--- src/rtl/ilir_pkg.sv ---
`default_nettype none

package ilir_pkg;

   localparam int DEFAULT_DEPTH      = 64;
   localparam int DEFAULT_DATA_WIDTH = 32;

   localparam int OPCODE_W = 3;
   localparam int POS_W    = 7;
   localparam int VALUE_W  = 32;
   localparam int STATUS_W = 2;
   localparam int COUNT_W  = 7;

   typedef enum logic [OPCODE_W-1:0] {
      OP_READ      = 3'd0,
      OP_INSERT    = 3'd1,
      OP_APPEND    = 3'd2,
      OP_REMOVE_AT = 3'd3,
      OP_REMOVE_EQ = 3'd4,
      OP_CLEAR     = 3'd5
   } op_type;

   typedef enum logic [STATUS_W-1:0] {
      ST_OK       = 2'd0,
      ST_BOUNDS   = 2'd1,
      ST_FULL     = 2'd2,
      ST_NOTFOUND = 2'd3
   } status_type;

   typedef enum logic [1:0] {
      FSM_IDLE,
      FSM_EVAL,
      FSM_COMMIT
   } state_type;

   typedef struct packed {
      logic eval;
      logic commit;
      logic shift_up;
      logic shift_down;
      logic remove_match;
   } cell_ctrl_type;

endpackage

`default_nettype wire

--- src/rtl/ilir_cell.sv ---
`default_nettype none

module ilir_cell #(
   parameter int DATA_WIDTH = ilir_pkg::DEFAULT_DATA_WIDTH,
   parameter int PW         = 8,
   parameter int INDEX      = 0
) (
   input  wire                          clock,
   input  wire ilir_pkg::cell_ctrl_type ctrl,
   input  wire logic [PW-1:0]           pos,
   input  wire logic [PW-1:0]           count,
   input  wire logic [DATA_WIDTH-1:0]   key,
   input  wire logic [DATA_WIDTH-1:0]   left_data,
   input  wire logic [DATA_WIDTH-1:0]   right_data,
   input  wire logic                    found_in,
   output logic [DATA_WIDTH-1:0]        data,
   output logic                         found_out,
   output logic [DATA_WIDTH-1:0]        rd_data
);

   localparam logic [PW-1:0] IDX = PW'(INDEX);

   logic [DATA_WIDTH-1:0] data_ff;
   logic [DATA_WIDTH-1:0] data_in;
   logic                  ge_ff;
   logic                  eq_ff;
   logic                  match_ff;
   logic                  move_down;

   always_ff @(posedge clock) begin
      if (ctrl.eval) begin
         ge_ff    <= (IDX >= pos);
         eq_ff    <= (IDX == pos);
         match_ff <= (data_ff == key) && (IDX < count);
      end
   end

   assign found_out = found_in | match_ff;
   assign move_down = ctrl.remove_match ? found_out : ge_ff;

   always_comb begin
      data_in = data_ff;
      if (ctrl.commit) begin
         if (ctrl.shift_up && ge_ff) begin
            data_in = eq_ff ? key : left_data;
         end else if (ctrl.shift_down && move_down) begin
            data_in = right_data;
         end
      end
   end

   always_ff @(posedge clock) begin
      data_ff <= data_in;
   end

   assign data    = data_ff;
   assign rd_data = eq_ff ? data_ff : '0;

endmodule

`default_nettype wire

--- config.mk ---
export PLATFORM = sky130hd
export DESIGN_NAME = ilir_cell
export DESIGN_NICKNAME = d
export VERILOG_FILES = /design/src/rtl/ilir_pkg.sv /design/src/rtl/ilir_cell.sv
export SDC_FILE = /design/constraint.sdc
export NUM_CORES = 1
export LEC_CHECK = 0
export ABC_AREA = 1
export BUFFER_PORTS_ARGS = -buffer_cell sky130_fd_sc_hd__buf_2
export CAP_MARGIN = 20
export CORE_AREA = 2 2 80 82
export DETAILED_ROUTE_END_ITERATION = 12
export DIE_AREA = 0 0 82 84
export PLACE_DENSITY = 0.85
export SLEW_MARGIN = 20
export SYNTH_ARGS = -nofsm -noshare
export SYNTH_HDL_FRONTEND = slang
export SYNTH_SLANG_ARGS = --single-unit
--- constraint.sdc ---
create_clock -name clock -period 4.1 [get_ports clock]
set_input_delay 0.41 -clock clock [delete_from_list [all_inputs] [get_ports clock]]
set_output_delay 0.41 -clock clock [all_outputs]
set_load 0.03 [all_outputs]
==> flow_summary.yaml <==
power:
  powerDensity_nw_per_um2: 284
  vdd_ir_drop_max_v: 0.000165
  power.share.switching_pct: 32.2
  power_switching_mw: 0.297
  power.internal_mw: 0.627
  clockPowerShare_pct: 24.5
  power_frac_seq_pct: 46.7
  p_comb_share_pct: 28.8
  power_leakage_nw: 1.98
route:
  ant_nets: 0
  wl_mm: 6.08
  via_per_inst: 4.45
  vias: 2417
  drc: 0
  routedWlPerCell_um: 11.2
  first_pass_iters: 4
  dr.first_iter.drc_count: 49
clocking:
  postCtsSetupRepairBufs: 0
  cts_tree: "yes"
  clk_pin_slew_ps: 70
  ctsHoldBuffers: 0
  cts_sinks: 34
  cts_root_buf: "clkbuf_8"
  cts-buffers-inserted: 5
  cts-htree-levels: 2
  clock_path_buffers: 2
  insertion_delay_ps: 280
  cts_resized: 0
floorplan:
  ios: 184
  chipHeight_um: 84
  die_area_um2: 6890
  die_x_um: 82
  core_area_um2: 6100
  std_cell_rows: 29
  initial_core_util_pct: 38.2
placement:
  place_congestion: 0.830
  portBuffers: 151
  dp_hpwl_mm: 4.89
logic_synthesis:
  yosys.area.top_type: "edfxtp_1"
  synth_top_family_by_area: "simple AND/OR/NAND/NOR gates"
  yosysWarnings: 0
  yosys.area_share.simple_pct: 25.3
  synth_compound_area_share_pct: 6.02
  yosysTopAreaCellShare_pct: 43.9
  synth_area_per_cell_um2: 7.41
  synth_seq_cells: 34
  syn_inst: 314
  synthXorXnorAreaFrac_pct: 3.76
  async_reset_ff_share_pct: 0
  netlist_area_um2: 2330
  synth_flop_cell: "edfxtp_1"
  synth_cell_types: 21
  synthMuxAreaShare_pct: 7.26
  seq_area_frac_synth_pct: 43.9
  synth_fa_ha_area_share_pct: 0
  yosys-top-cells-area: "edfxtp_1 (44%), nand2_1 (19%), inv_1 (12%)"
  synth_edf_count: 34
  syn_nets: 433
final_layout:
  n_antenna_cell: 0
  finish.utilization_pct: 53.4
  drive_above_1_share_pct: 37.1
  syn_to_final_growth_pct: 39.8
  final_nets: 584
grt:
  grtUsageTotal_pct: 17.3
  grt_pass1_vias: 2263
  grt_overflow_total: 0
  antenna_found_initial: 0
  grt_pass1_wl_mm: 9.36
  grt_max_degree: 54
worst_setup_path:
  required_ps: 4090
  worstReg2RegEnd: "data[23]"
  path_class: "register to register"
  cp-start-kind: "register"
  arrival_ps: 2540
  r2r.worst_path.cells: 3
  cp_max_fo: 53
  ff2ff_setup_slack_ps: 1550
  r2r-start: "ge_ff"
  crit_path_end_kind: "register"
sta:
  finalSetupViolations: 0
  slew_headroom_pct: 52.4
  hold_viol_final: 0
  slew_violations: 0
  fin_crit_sh_pct: 62.2
  tns_ps: 0
  worst_pin_slew_ps: 713
  layout_min_cycle_time_ps: 2550
  fmax_ghz: 0.392
  rsz0062_at_grt: "false"
  finClkSkew_ps: 5.16
worst_hold_path:
  holdPathStages: 1
  hold_end: "match_ff"
  hold_start: "ctrl[4]"
  hold_path.class: "input port to register"
run:
  drv_cap: 0
outcome:
  status: "completed"
==> flip-flops by register name (all words and copies together), names as in the netlist <==
signal,cells
data,32
ge_ff,1
match_ff,1
==> synth_stat cells (2+ instances only) <==
library cell    n
clkbuf_1        2
buf_2           5
nand3_1         4
edfxtp_1       34
nor2_1         22
mux2_2          3
inv_1          72
mux2_4          9
nor4_1          2
xnor2_1         9
nand2_1       118
o21ai_0        25
==> cells by family after synthesis <==
family,Yosys count
DFF,34
xor gates and xnor gates,10
and+or+nand+nor,150
muxes,12
buffers and inverters,81
AOI/OAI and AO/OA,27
==> power by group through the flow <==
stage                     Clock [mW]  Sequential [mW]  Combinational, mW
after floorplan                    0            0.470              0.135
after global placement             0            0.438              0.260
after detailed placement           0            0.439              0.265
after CTS                      0.237            0.432              0.266
after global routing           0.252            0.435              0.293
final                          0.226            0.431              0.267
==> stage by stage <==
| step | instances | setup slack, ps | area, µm² | hold WS, ps | power, mW |
|---|---|---|---|---|---|
| 2_1_floorplan | 314 | 580 | 2330 | 522 | 0.605 |
| 3_3_place_gp | 534 | 1320 | 3150 | 633 | 0.698 |
| 3_5_place_dp | 534 | 1300 | 3150 | 631 | 0.705 |
| 4_1_cts | 542 | 1280 | 3230 | 334 | 0.935 |
| 5_1_grt | 543 | 1330 | 3250 | 328 | 0.980 |
| 6_report | 543 | 1550 | 3250 | 344 | 0.924 |
==> layout by cell type, fill, tap and decap left out, types with 2 or more instances in the layout <==
master    instances
nor2_1           22
clkinv_1          3
xnor2_1           9
o21ai_0          25
inv_1            72
nor4_1            2
mux2_4            9
nand2_1         118
buf_2           151
nand3_1           4
mux2_2            3
clkbuf_8          5
edfxtp_1         34
==> worst max-delay path, stage by stage, from the launching register on <==
cell and delay [ps]:
edfxtp_1 810, nand2_4 540, a21boi_4 660, buf_16 230
==> layout make-up <==
| cell class | count | area (µm²) |
|---|---|---|
| tap | 77 | 96.3 |
| sequential | 34 | 1020 |
| clock inverter | 3 | 11.3 |
| clock buffer | 5 | 68.8 |
| timing repair buffer | 153 | 791 |
| fill | 579 | 2840 |
| multi-input combinational | 199 | 996 |
| inverter | 72 | 270 |
==> per-layer routing <==
metal  GRT usage, %  share of wire (%)  vias to the layer above
met5              0                  0                        -
met4           4.09               0.97                        0
met3           3.46                6.7                        6
met2           32.2                 52                       96
met1           19.7                 40                     1067
li1               -                  -                     1248
==> worst max path at each step <==
| stage | slack, ps | depth (start not counted) | from | to |
|---|---|---|---|---|
| 2_1_floorplan | 580 | 4 | ge_ff | data[0] |
| 4_1_cts | 1280 | 2 | ge_ff | data[24] |
| 5_1_grt | 1330 | 3 | ge_ff | data[25] |
| 3_3_place_gp | 1320 | 2 | ge_ff | data[24] |
| 6_report | 1550 | 3 | ge_ff | data[23] |
| 3_5_place_dp | 1300 | 2 | ge_ff | data[24] |
Power figures use the tool's default switching activity.
